File: src/rtl/b64lf_pkg.sv
// Shared types and constants for the line-framed Base64 encoder.
// Holds the queue entry type, character slot numbering and the alphabet lookup.
// No dependencies.
package b64lf_pkg;

	// character slots of one job, emitted lowest first
	localparam int NUM_SLOTS   = 9;
	localparam int SLOT_OPEN   = 0;
	localparam int SLOT_CHAR0  = 1;
	localparam int SLOT_CHAR1  = 2;
	localparam int SLOT_CHAR2  = 3;
	localparam int SLOT_CHAR3  = 4;
	localparam int SLOT_CLOSE  = 5;
	localparam int SLOT_COMMA  = 6;
	localparam int SLOT_NL     = 7;
	localparam int SLOT_REOPEN = 8;

	localparam logic [7:0] CH_QUOTE = 8'h22;
	localparam logic [7:0] CH_COMMA = 8'h2c;
	localparam logic [7:0] CH_NL    = 8'h0a;
	localparam logic [7:0] CH_PAD   = 8'h3d;

	localparam logic [11:0] LINE_LENGTH_RST = 12'd256;

	typedef logic [NUM_SLOTS-1:0] slot_mask_t;
	typedef logic [3:0]           slot_idx_t;

	// one queued job: which slots to emit, the four block characters, end of message
	typedef struct packed {
		slot_mask_t      mask;
		logic [3:0][7:0] chars;
		logic            fin;
	} job_t;

	// standard Base64 alphabet
	function automatic logic [7:0] b64_char(input logic [5:0] v);
		logic [7:0] w;
		w = {2'b00, v};
		if (v < 6'd26)
			return w + 8'd65;
		else if (v < 6'd52)
			return w + 8'd71;
		else if (v < 6'd62)
			return w - 8'd4;
		else if (v == 6'd62)
			return 8'h2b;
		else
			return 8'h2f;
	endfunction

endpackage

File: src/rtl/b64lf_front.sv
// Front end: accepts bytes, tracks group, line and message state, builds jobs.
// Depends on b64lf_pkg.
module b64lf_front (
	input  logic                 clk,
	input  logic                 arst_n,
	input  logic                 cfg_wr_en,
	input  logic [11:0]          cfg_wr_data,
	input  logic                 in_valid,
	output logic                 in_ready,
	input  logic [7:0]           data_byte,
	input  logic                 final_byte,
	output logic                 push_valid,
	input  logic                 push_ready,
	output b64lf_pkg::job_t      push_job
);
	import b64lf_pkg::*;

	logic [11:0]     line_length_q;
	logic [1:0][7:0] held_q;
	logic [1:0]      pos_q;
	logic [9:0]      blocks_q;
	logic            start_q;

	logic [1:0] pos;
	logic       emit, fin, brk, accept;
	logic [7:0] b0, b1, b2;
	logic [9:0] blocks_next;

	always_comb begin
		pos = (pos_q == 2'd3) ? 2'd2 : pos_q;
		emit = (pos == 2'd2) || final_byte;
		fin  = emit && final_byte;
		blocks_next = blocks_q + 10'd1;
		brk  = emit && !final_byte && (blocks_next >= line_length_q[11:2]);
		case (pos)
			2'd0: begin
				b0 = data_byte; b1 = 8'd0; b2 = 8'd0;
			end
			2'd1: begin
				b0 = held_q[0]; b1 = data_byte; b2 = 8'd0;
			end
			default: begin
				b0 = held_q[0]; b1 = held_q[1]; b2 = data_byte;
			end
		endcase

		push_job.mask = '0;
		push_job.mask[SLOT_OPEN]   = start_q;
		push_job.mask[SLOT_CHAR0]  = emit;
		push_job.mask[SLOT_CHAR1]  = emit;
		push_job.mask[SLOT_CHAR2]  = emit;
		push_job.mask[SLOT_CHAR3]  = emit;
		push_job.mask[SLOT_CLOSE]  = fin || brk;
		push_job.mask[SLOT_COMMA]  = brk;
		push_job.mask[SLOT_NL]     = brk;
		push_job.mask[SLOT_REOPEN] = brk;
		push_job.chars[0] = b64_char(b0[7:2]);
		push_job.chars[1] = b64_char({b0[1:0], b1[7:4]});
		push_job.chars[2] = (pos != 2'd0) ? b64_char({b1[3:0], b2[7:6]}) : CH_PAD;
		push_job.chars[3] = (pos == 2'd2) ? b64_char(b2[5:0]) : CH_PAD;
		push_job.fin = fin;
	end

	// queue space is required even for a byte that is only held
	assign in_ready   = push_ready;
	assign push_valid = in_valid && (start_q || emit);
	assign accept     = in_valid && in_ready;

	always_ff @(posedge clk or negedge arst_n) begin
		if (!arst_n) begin
			line_length_q <= LINE_LENGTH_RST;
			pos_q         <= 2'd0;
			blocks_q      <= 10'd0;
			start_q       <= 1'b1;
			held_q        <= '0;
		end else begin
			if (cfg_wr_en)
				line_length_q <= cfg_wr_data;
			if (accept) begin
				start_q <= fin;
				if (emit) begin
					pos_q <= 2'd0;
				end else begin
					pos_q          <= pos + 2'd1;
					held_q[pos[0]] <= data_byte;
				end
				if (fin || brk)
					blocks_q <= 10'd0;
				else if (emit)
					blocks_q <= blocks_next;
			end
		end
	end

endmodule

File: src/rtl/b64lf_queue.sv
// Short job queue between front and back end.
// Depends on b64lf_pkg.
module b64lf_queue #(
	parameter int DEPTH = 4
) (
	input  logic            clk,
	input  logic            arst_n,
	input  logic            push_valid,
	output logic            push_ready,
	input  b64lf_pkg::job_t push_job,
	output logic            pop_valid,
	input  logic            pop_ready,
	output b64lf_pkg::job_t pop_job
);
	import b64lf_pkg::*;

	localparam int PTR_W = (DEPTH > 1) ? $clog2(DEPTH) : 1;
	localparam int CNT_W = $clog2(DEPTH + 1);

	job_t             entries_q [DEPTH];
	logic [PTR_W-1:0] wr_ptr_q, rd_ptr_q;
	logic [CNT_W-1:0] count_q;
	logic             do_push, do_pop;

	assign push_ready = (count_q != CNT_W'(DEPTH));
	assign pop_valid  = (count_q != '0);
	assign pop_job    = entries_q[rd_ptr_q];
	assign do_push    = push_valid && push_ready;
	assign do_pop     = pop_valid && pop_ready;

	function automatic logic [PTR_W-1:0] bump(input logic [PTR_W-1:0] p);
		return (p == PTR_W'(DEPTH - 1)) ? '0 : p + PTR_W'(1);
	endfunction

	always_ff @(posedge clk) begin
		if (do_push)
			entries_q[wr_ptr_q] <= push_job;
	end

	always_ff @(posedge clk or negedge arst_n) begin
		if (!arst_n) begin
			wr_ptr_q <= '0;
			rd_ptr_q <= '0;
			count_q  <= '0;
		end else begin
			if (do_push)
				wr_ptr_q <= bump(wr_ptr_q);
			if (do_pop)
				rd_ptr_q <= bump(rd_ptr_q);
			if (do_push && !do_pop)
				count_q <= count_q + CNT_W'(1);
			else if (do_pop && !do_push)
				count_q <= count_q - CNT_W'(1);
		end
	end

endmodule

File: src/rtl/b64lf_back.sv
// Back end: walks the slots of each job, one character a cycle while the receiver takes them, into the output register.
// Depends on b64lf_pkg.
module b64lf_back (
	input  logic            clk,
	input  logic            arst_n,
	input  logic            pop_valid,
	output logic            pop_ready,
	input  b64lf_pkg::job_t pop_job,
	output logic            out_valid,
	input  logic            out_ready,
	output logic [7:0]      out_char,
	output logic            run_last,
	output logic            message_done
);
	import b64lf_pkg::*;

	slot_mask_t      rem_q;
	logic [3:0][7:0] chars_q;
	logic            fin_q;
	logic            out_valid_q, run_last_q, done_q;
	logic [7:0]      char_q;

	slot_mask_t rem_next;
	slot_idx_t  idx;
	logic       active, out_load, emitting, do_pop;
	logic [7:0] ch;

	always_comb begin
		idx = '0;
		for (int i = NUM_SLOTS - 1; i >= 0; i--) begin
			if (rem_q[i])
				idx = slot_idx_t'(i);
		end
		rem_next = rem_q;
		rem_next[idx] = 1'b0;
		case (idx)
			slot_idx_t'(SLOT_OPEN):   ch = CH_QUOTE;
			slot_idx_t'(SLOT_CHAR0):  ch = chars_q[0];
			slot_idx_t'(SLOT_CHAR1):  ch = chars_q[1];
			slot_idx_t'(SLOT_CHAR2):  ch = chars_q[2];
			slot_idx_t'(SLOT_CHAR3):  ch = chars_q[3];
			slot_idx_t'(SLOT_CLOSE):  ch = CH_QUOTE;
			slot_idx_t'(SLOT_COMMA):  ch = CH_COMMA;
			slot_idx_t'(SLOT_NL):     ch = CH_NL;
			slot_idx_t'(SLOT_REOPEN): ch = CH_QUOTE;
			default:                  ch = CH_QUOTE;
		endcase
	end

	assign active    = (rem_q != '0);
	assign out_load  = !out_valid_q || out_ready;
	assign emitting  = active && out_load;
	// next job loads as the last character of the current one goes out
	assign pop_ready = !active || (emitting && rem_next == '0);
	assign do_pop    = pop_valid && pop_ready;

	always_ff @(posedge clk or negedge arst_n) begin
		if (!arst_n) begin
			rem_q       <= '0;
			out_valid_q <= 1'b0;
		end else begin
			if (do_pop)
				rem_q <= pop_job.mask;
			else if (emitting)
				rem_q <= rem_next;
			if (emitting)
				out_valid_q <= 1'b1;
			else if (out_ready)
				out_valid_q <= 1'b0;
		end
	end

	always_ff @(posedge clk) begin
		if (do_pop) begin
			chars_q <= pop_job.chars;
			fin_q   <= pop_job.fin;
		end
		if (emitting) begin
			char_q     <= ch;
			run_last_q <= (rem_next == '0);
			done_q     <= fin_q && (idx == slot_idx_t'(SLOT_CLOSE));
		end
	end

	assign out_valid    = out_valid_q;
	assign out_char     = char_q;
	assign run_last     = run_last_q;
	assign message_done = done_q;

	a_done_is_last: assert property (@(posedge clk) disable iff (!arst_n)
		out_valid_q && done_q |-> run_last_q)
		else $error("message end not flagged as last of its item");

	a_done_is_quote: assert property (@(posedge clk) disable iff (!arst_n)
		out_valid_q && done_q |-> char_q == CH_QUOTE)
		else $error("message end on a character other than the closing quote");

	a_pop_loads_work: assert property (@(posedge clk) disable iff (!arst_n)
		do_pop |=> rem_q != '0)
		else $error("job taken from queue with nothing to emit");

endmodule

File: src/rtl/base64_line_framed_encoder.sv
// Top level of the line-framed Base64 encoder.
// Depends on b64lf_pkg, b64lf_front, b64lf_queue and b64lf_back.
//
// Usage
//   Input channel (in_valid/in_ready, data_byte, final_byte): one message byte
//   per item, final_byte set on the last byte of a message.
//   Output channel (out_valid/out_ready, out_char, run_last, message_done): one
//   character per item. run_last marks the last character caused by an input
//   byte, message_done the closing quote of a message.
//   cfg_wr_en/cfg_wr_data: writes line_length (reset 256); a line holds
//   line_length/4 blocks, below 4 every block is its own line.
//   Write it only while the encoder is idle.
// Timing
//   The front end takes a byte every cycle while the job queue has room.
//   A job passes from the queue via the slot registers to the output register.
//   The back end emits one character per cycle while the receiver takes them,
//   so throughput is bounded by output characters: 4/3 per byte plus quotes and
//   line breaks; held bytes only cost a queue check.
// Reset and stall
//   Reset clears group, line and message state and empties the queue;
//   line_length returns to 256. A stalled receiver holds the output register,
//   the back end stops, the queue fills and then in_ready drops.
module base64_line_framed_encoder #(
	parameter int QUEUE_DEPTH = 4
) (
	input  logic        clk,
	input  logic        arst_n,
	input  logic        cfg_wr_en,
	input  logic [11:0] cfg_wr_data,
	input  logic        in_valid,
	output logic        in_ready,
	input  logic [7:0]  data_byte,
	input  logic        final_byte,
	output logic        out_valid,
	input  logic        out_ready,
	output logic [7:0]  out_char,
	output logic        run_last,
	output logic        message_done
);
	import b64lf_pkg::*;

	// front to queue
	logic push_valid, push_ready;
	job_t push_job;
	// queue to back
	logic pop_valid, pop_ready;
	job_t pop_job;

	// classifies each byte, keeps the partial group and line position
	b64lf_front u_front (
		.clk         (clk),
		.arst_n      (arst_n),
		.cfg_wr_en   (cfg_wr_en),
		.cfg_wr_data (cfg_wr_data),
		.in_valid    (in_valid),
		.in_ready    (in_ready),
		.data_byte   (data_byte),
		.final_byte  (final_byte),
		.push_valid  (push_valid),
		.push_ready  (push_ready),
		.push_job    (push_job)
	);

	// decouples byte intake from character output
	b64lf_queue #(
		.DEPTH (QUEUE_DEPTH)
	) u_queue (
		.clk        (clk),
		.arst_n     (arst_n),
		.push_valid (push_valid),
		.push_ready (push_ready),
		.push_job   (push_job),
		.pop_valid  (pop_valid),
		.pop_ready  (pop_ready),
		.pop_job    (pop_job)
	);

	// serialises quotes, block characters and line breaks
	b64lf_back u_back (
		.clk          (clk),
		.arst_n       (arst_n),
		.pop_valid    (pop_valid),
		.pop_ready    (pop_ready),
		.pop_job      (pop_job),
		.out_valid    (out_valid),
		.out_ready    (out_ready),
		.out_char     (out_char),
		.run_last     (run_last),
		.message_done (message_done)
	);

endmodule

File: config.mk
export PLATFORM = sky130hd
export DESIGN_NAME = base64_line_framed_encoder
export DESIGN_NICKNAME = d
export VERILOG_FILES = /design/src/rtl/b64lf_pkg.sv /design/src/rtl/b64lf_front.sv /design/src/rtl/b64lf_queue.sv /design/src/rtl/b64lf_back.sv /design/src/rtl/base64_line_framed_encoder.sv
export SDC_FILE = /design/constraint.sdc
export NUM_CORES = 1
export LEC_CHECK = 0
export BUFFER_PORTS_ARGS = -buffer_cell sky130_fd_sc_hd__buf_4
export CAP_MARGIN = 0
export CELL_PAD_IN_SITES_DETAIL_PLACEMENT = 0
export CELL_PAD_IN_SITES_GLOBAL_PLACEMENT = 1
export CORE_MARGIN = 2
export CORE_UTILIZATION = 52
export DETAILED_ROUTE_END_ITERATION = 7
export GPL_TIMING_DRIVEN = 0
export PLACE_DENSITY_LB_ADDON = 0.08
export SLEW_MARGIN = 20
export SYNTH_ARGS = -nofsm -noshare
export SYNTH_HDL_FRONTEND = slang
export SYNTH_SLANG_ARGS = --single-unit
export TNS_END_PERCENT = 10
File: constraint.sdc
create_clock -name clk -period 6.91 [get_ports clk]
set_clock_uncertainty 0.2 [all_clocks]
set_input_delay 0.691 -clock clk [delete_from_list [all_inputs] [get_ports clk]]
set_output_delay 0.691 -clock clk [all_outputs]
set_load 0.02 [all_outputs]
# Yosys cells after proc, flatten, opt, wreduce, memory -nomap -nowiden

Memories as Yosys holds them, arrays and structs flattened.
Index checks and enable logic that the tools add are counted.

Register bits: 101
RAM bits: 168
Input bits: 26
Memories kept: 1

Memory list:

| name              | depth | bits a word | read ports | clocked after memory_dff | write ports | line              | RTL |
|---|---|---|---|---|---|---|---|
| u_queue.entries_q | 4     | 42          | 1          | 0                        | 1           | b64lf_queue.sv:20 | `job_t entries_q [DEPTH];` |

$add $sub $neg: 18
$lt $le $gt $ge: 17
Equality and inequality tests: 17
Muxes and demuxes: 50
Bitwise logic cells: 3
Reduce and logical (&&, ||, !) cells: 36

Operator list:

| operator              | number |
|---|---|
| $mux 8                | 17 |
| $add 6x7->8 const B   | 8 |
| $lt 6x6->1 const B    | 8 |
| $pmux 8 s6            | 1 |
| $mux 4                | 9 |
| $sub 6x3->7 const B   | 4 |
| $eq 6x6->1 const B    | 4 |
| $lt 6x5->1 const B    | 4 |
| $mux 10               | 2 |
| $mux 3                | 6 |
| $mux 9                | 2 |
| $bwmux 16             | 1 |
| $eq 4x3->1 const B    | 4 |
| $pmux 8 s2            | 1 |
| $logic_and 1x1->1     | 14 |
| $add 10x1->10 const B | 1 |
| $ge 10x10->1          | 1 |
| $reduce_bool 2->1     | 5 |
| $and 9x9->9           | 1 |
| $logic_not 9->1       | 1 |
| $not 9->9             | 1 |
| $reduce_bool 9->1     | 1 |
| $demux 8 s1           | 1 |
| $eq 2x2->1 const B    | 4 |
| other kinds (21)      | 40 |

# Logic depth before layout (Yosys ltp)

Word-level depth: 22
Depth in mapped cells: 12

# Modules after synthesis

Synthesis repeated with hierarchy kept, for this count alone.

Cells, all modules: 902
Area total of the unflattened synthesis: 12797.3 µm²

By module, submodules not included:

| module      | times used | cells an instance | area an instance (µm²) | sequential area each (µm²) |
|---|---|---|---|---|
| b64lf_queue | 1          | 257               | 6558.8                 | 5220.0 |
| b64lf_front | 1          | 475               | 3927.5                 | 978.4 |
| b64lf_back  | 1          | 170               | 2311.0                 | 1541.5 |

# Worst setup path before layout

No wires, ideal clock.

Path type: input port to flip-flop
Start point: in data_byte[7]
End point: mem u_queue.entries_q[0][12] (netlist name) (data pin)
Library setup time: 0.265 ns
Arrival: 2.734 ns
Data required time: 6.445 ns
Path slack: 3.710 ns
Stages on the path: 10
Buffers on the path: 2
Path through: clkbuf_1 a22oi_1 inv_1 ha_1 and3_1 a311oi_1 o21bai_1 buf_2 nand3b_1 and4b_1

RTL lines:

| what               | line                             | RTL |
|---|---|---|
| start: declaration | base64_line_framed_encoder.sv:32 | `input logic [7:0] data_byte,` |
| end: declaration   | b64lf_queue.sv:20                |  |

==> flow_summary.ini <==
[run_status]
status = finished, final reports clean

[global_route]
antenna_found_initial = 0
grt-ovfl-total = 0
grt_max_degree = 57
grt_pass1_wl_mm = 39.5
grt_pass1_vias = 7182
grt.total_usage_pct = 21.1

[power_and_ir_drop]
powerDensity_nw_per_um2 = 453
comb_power_share_pct = 37.2
sw_frac_of_total_pct = 34.8
p_leak_nw = 4.95
ir_drop_uv = 204
power_frac_clock_pct = 22.5
p_switching_mw = 2.08
p_int_mw = 3.89
seqPwrFrac_pct = 40.3

[cts]
clk_path_buf_depth = 3
cts_tree = done
ctsHtreeMaxLevel = 1
clock_latency_ns = 0.53
cts_resized = 0
cts-root-buf = clkbuf_16
cts_made_buffers = 26
clkSlewWorstSetupHoldPaths_ns = 0.06
cts.sink_count = 247
hold_buffers = 0
cts_setup_buffers = 0

[routing]
dr.pass1.iters = 5
vias = 7255
wirelength_met1_mm = 11.2
wire_per_inst_um = 20.2
detail-route-antenna-nets = 0
dr_wl_met2_mm = 11.6
top_layer = met4
routed-wl-met3_mm = 1.36
drc = 0
drtIter0Drc = 457
drt_wl_total_mm = 24.6
vias_per_cell = 5.97

[yosys]
synth_area_um2 = 11600
synth-seq-area-share_pct = 61.3
synthFlopType = edfxtp_1
syn_avg_cell_area_um2 = 13.7
synth_compound_area_share_pct = 9.37
synth_nets = 920
ys_warn_count = 0
yosys.area_share.xor_xnor_pct = 1.35
synthAdderAreaFrac_pct = 4.58
yosys.area.top_type_share_pct = 49.2
synthCells = 852
synth_area_leaders = edfxtp_1, dfrtp_1, mux4_2
synth_edf_count = 191
synth-simple-area-share_pct = 9.47
ys_async_sr_fraction_pct = 22.7
synth.area.mux_share_pct = 10.9
yosysTopAreaCell = edfxtp_1
ys_ff_latch = 247
ys_types = 74
synth_top_family_by_area = multiplexers

[layout]
layout-drive-gt1-share_pct = 18.6
area_growth_pct = 13.2
nets = 983
n_fill_cell = 1697
insertedDiodeCount = 0
fin_area_um2 = 13200

[sta]
drv_slew = 0
finalSetupViolCount = 0
max_slew_margin_pct = 42.8
hold_viol_final = 0
worstMarginPinSlew_ns = 0.848
finalSetupTns_ns = 0
max_freq_mhz = 265
fin_crit_sh_pct = 54.6
grt_setup_unrepaired = false
fin_crit_ns = 3.78

[placement]
placed_area_um2 = 12300
port_buffers = 31
place_hpwl_mm = 17.1
gp_congestion = 0.905

[worst_hold_path]
worstHoldPathType = primary input to asynchronous set/reset pin

[die]
fp.coreArea_um2 = 21900
start_util_pct = 53.2
io_pins = 38
die_y_um = 154
dieArea_um2 = 23600
rows = 54
dieWidth_um = 154

[setup_path]
cp_max_fo = 10
critPathLaunchType = flip-flop
worst_r2r_endpoint = u_queue.entries_q[0][13]$_DFFE_PP_
worstReg2RegStart = u_front.pos_q[0]$_DFFE_PN0P_
rrSetupSlack_ns = 3.13
crit_top_cell = buf_2
slowest_delay_ns = 0.50
crit_chain = and2b_1, buf_2, a22oi_1, inv_1, ha_1, and3_1, a311oi_1, o21bai_1, buf_2, o21a_1, o211ai_1
ff2ff_path_depth = 11
critPathSlowestCell = o211ai_1
critical_path_class = flip-flop to flip-flop
worstPathRequired_ns = 6.95
cp-end-kind = flip-flop
arrival_ns = 3.82
cp-endpoint = u_queue.entries_q[0][13]$_DFFE_PP_
cp-startpoint = u_front.pos_q[0]$_DFFE_PN0P_

[run]
max_cap_viol_count = 0
cells by family after synthesis:
group                    after synthesis
adder cells (fa/ha/maj)               42
XOR/XNOR                              18
buffers and inverters                 88
AND/OR/NAND/NOR                      220
multiplexers                          75
AO/OA/AOI/OAI                        162
flip-flops                           247
cell usage in the layout, fill, tap and decap left out, drive strengths merged, types with 15 or more instances in the layout:
cell type  count
a21oi         32
buf           48
clkbuf        58
clkinv        15
dfrtp         54
edfxtp       191
ha            41
inv           46
mux2          25
mux4          37
nand2         82
nand3         17
nor2          33
o21ai         37
Yosys cell counts (all sizes together), types with 6 or more instances:
cell	count
nor4	6
nand2	82
ha	41
mux4	37
nor3	13
mux2i	13
nor2b	10
a22oi	13
inv	46
o21ai	37
nor2	33
or2	9
o21a	7
a211oi	8
clkbuf	29
and2	10
mux2	25
o211ai	10
xor2	9
buf	13
edfxtp	191
dfrtp	54
xnor2	9
a22o	6
nand4	6
a21oi	32
nand3	17
a31oi	7
per-layer routing:
metal / GRT usage (%) / vias up
li1: - / 3379
met1: 30.4 / 3640
met2: 34.2 / 198
met3: 3.69 / 38
met4: 4.46 / 0
met5: 0 / -
flip-flops by register name, indices dropped and copies added, names as in the netlist:
register / flops
u_queue.entries_q: 148
u_back.chars_q: 32
u_front.held_q: 16
u_front.blocks_q: 10
u_front.line_length_q: 10
u_back.rem_q: 9
u_back.out_char: 8
u_queue.count_q: 3
u_front.pos_q: 2
u_queue.rd_ptr_q: 2
u_queue.wr_ptr_q: 2
u_back.fin_q: 1
u_back.message_done: 1
u_back.out_valid: 1
u_back.run_last: 1
u_front.start_q: 1
area by class of cell:
cell class	count	area, µm²	area share (%)
Tap cell	280	350	2.66
Clock buffer	29	672	5.09
Multi-Input combinational cell	517	4160	31.6
Buffer	42	185	1.40
Inverter	46	173	1.31
Sequential cell	247	7140	54.1
Timing Repair Buffer	35	343	2.60
Clock inverter	19	164	1.24
power by group through the flow:
stage / Combinational [mW] / Sequential (mW) / Clock (mW)
6_report: 2.22 / 2.41 / 1.34
5_1_grt: 2.44 / 2.45 / 1.42
4_1_cts: 2.21 / 2.41 / 1.36
3_5_place_dp: 2.20 / 2.44 / 0
3_3_place_gp: 2.10 / 2.42 / 0
2_1_floorplan: 1.53 / 2.42 / 0
stage by stage:
stage                     hold WS, ns  utilization, %  setup WS, ns  cells  total power, mW
after CTS                      0.0882            60.2          3.14   1215             5.99
after global routing            0.120            60.2          2.97   1215             6.32
final                          0.0652            60.2          3.13   1215             5.97
after floorplan                 0.195               -          3.71    852             3.95
after global placement          0.266            55.9          3.15   1163             4.52
after detailed placement        0.290            56.4          2.92   1167             4.64
worst min-delay path by stage:
stage	depth (start not counted)	end	start
after CTS	1	u_front.held_q[1]$_DFFE_PN0P_	arst_n
after global routing	1	u_front.held_q[5]$_DFFE_PN0P_	arst_n
after global placement	1	u_queue.count_q[2]$_DFFE_PN0P_	u_queue.count_q[2]$_DFFE_PN0P_
final	1	u_front.held_q[2]$_DFFE_PN0P_	arst_n
after floorplan	0	u_back.out_valid$_DFFE_PN0P_	arst_n
after detailed placement	1	u_queue.count_q[2]$_DFFE_PN0P_	u_queue.count_q[2]$_DFFE_PN0P_
worst max-delay path: cells and delay by family (launching register included):
family                     cells  cell delay [ns]
buffers and inverters          3             0.55
AOI/OAI and AO/OA              5             1.66
adders and majority gates      1             0.26
DFF                            1             0.45
and+or+nand+nor                2             0.37
Note: power is estimated with default switching activity, not from simulation.
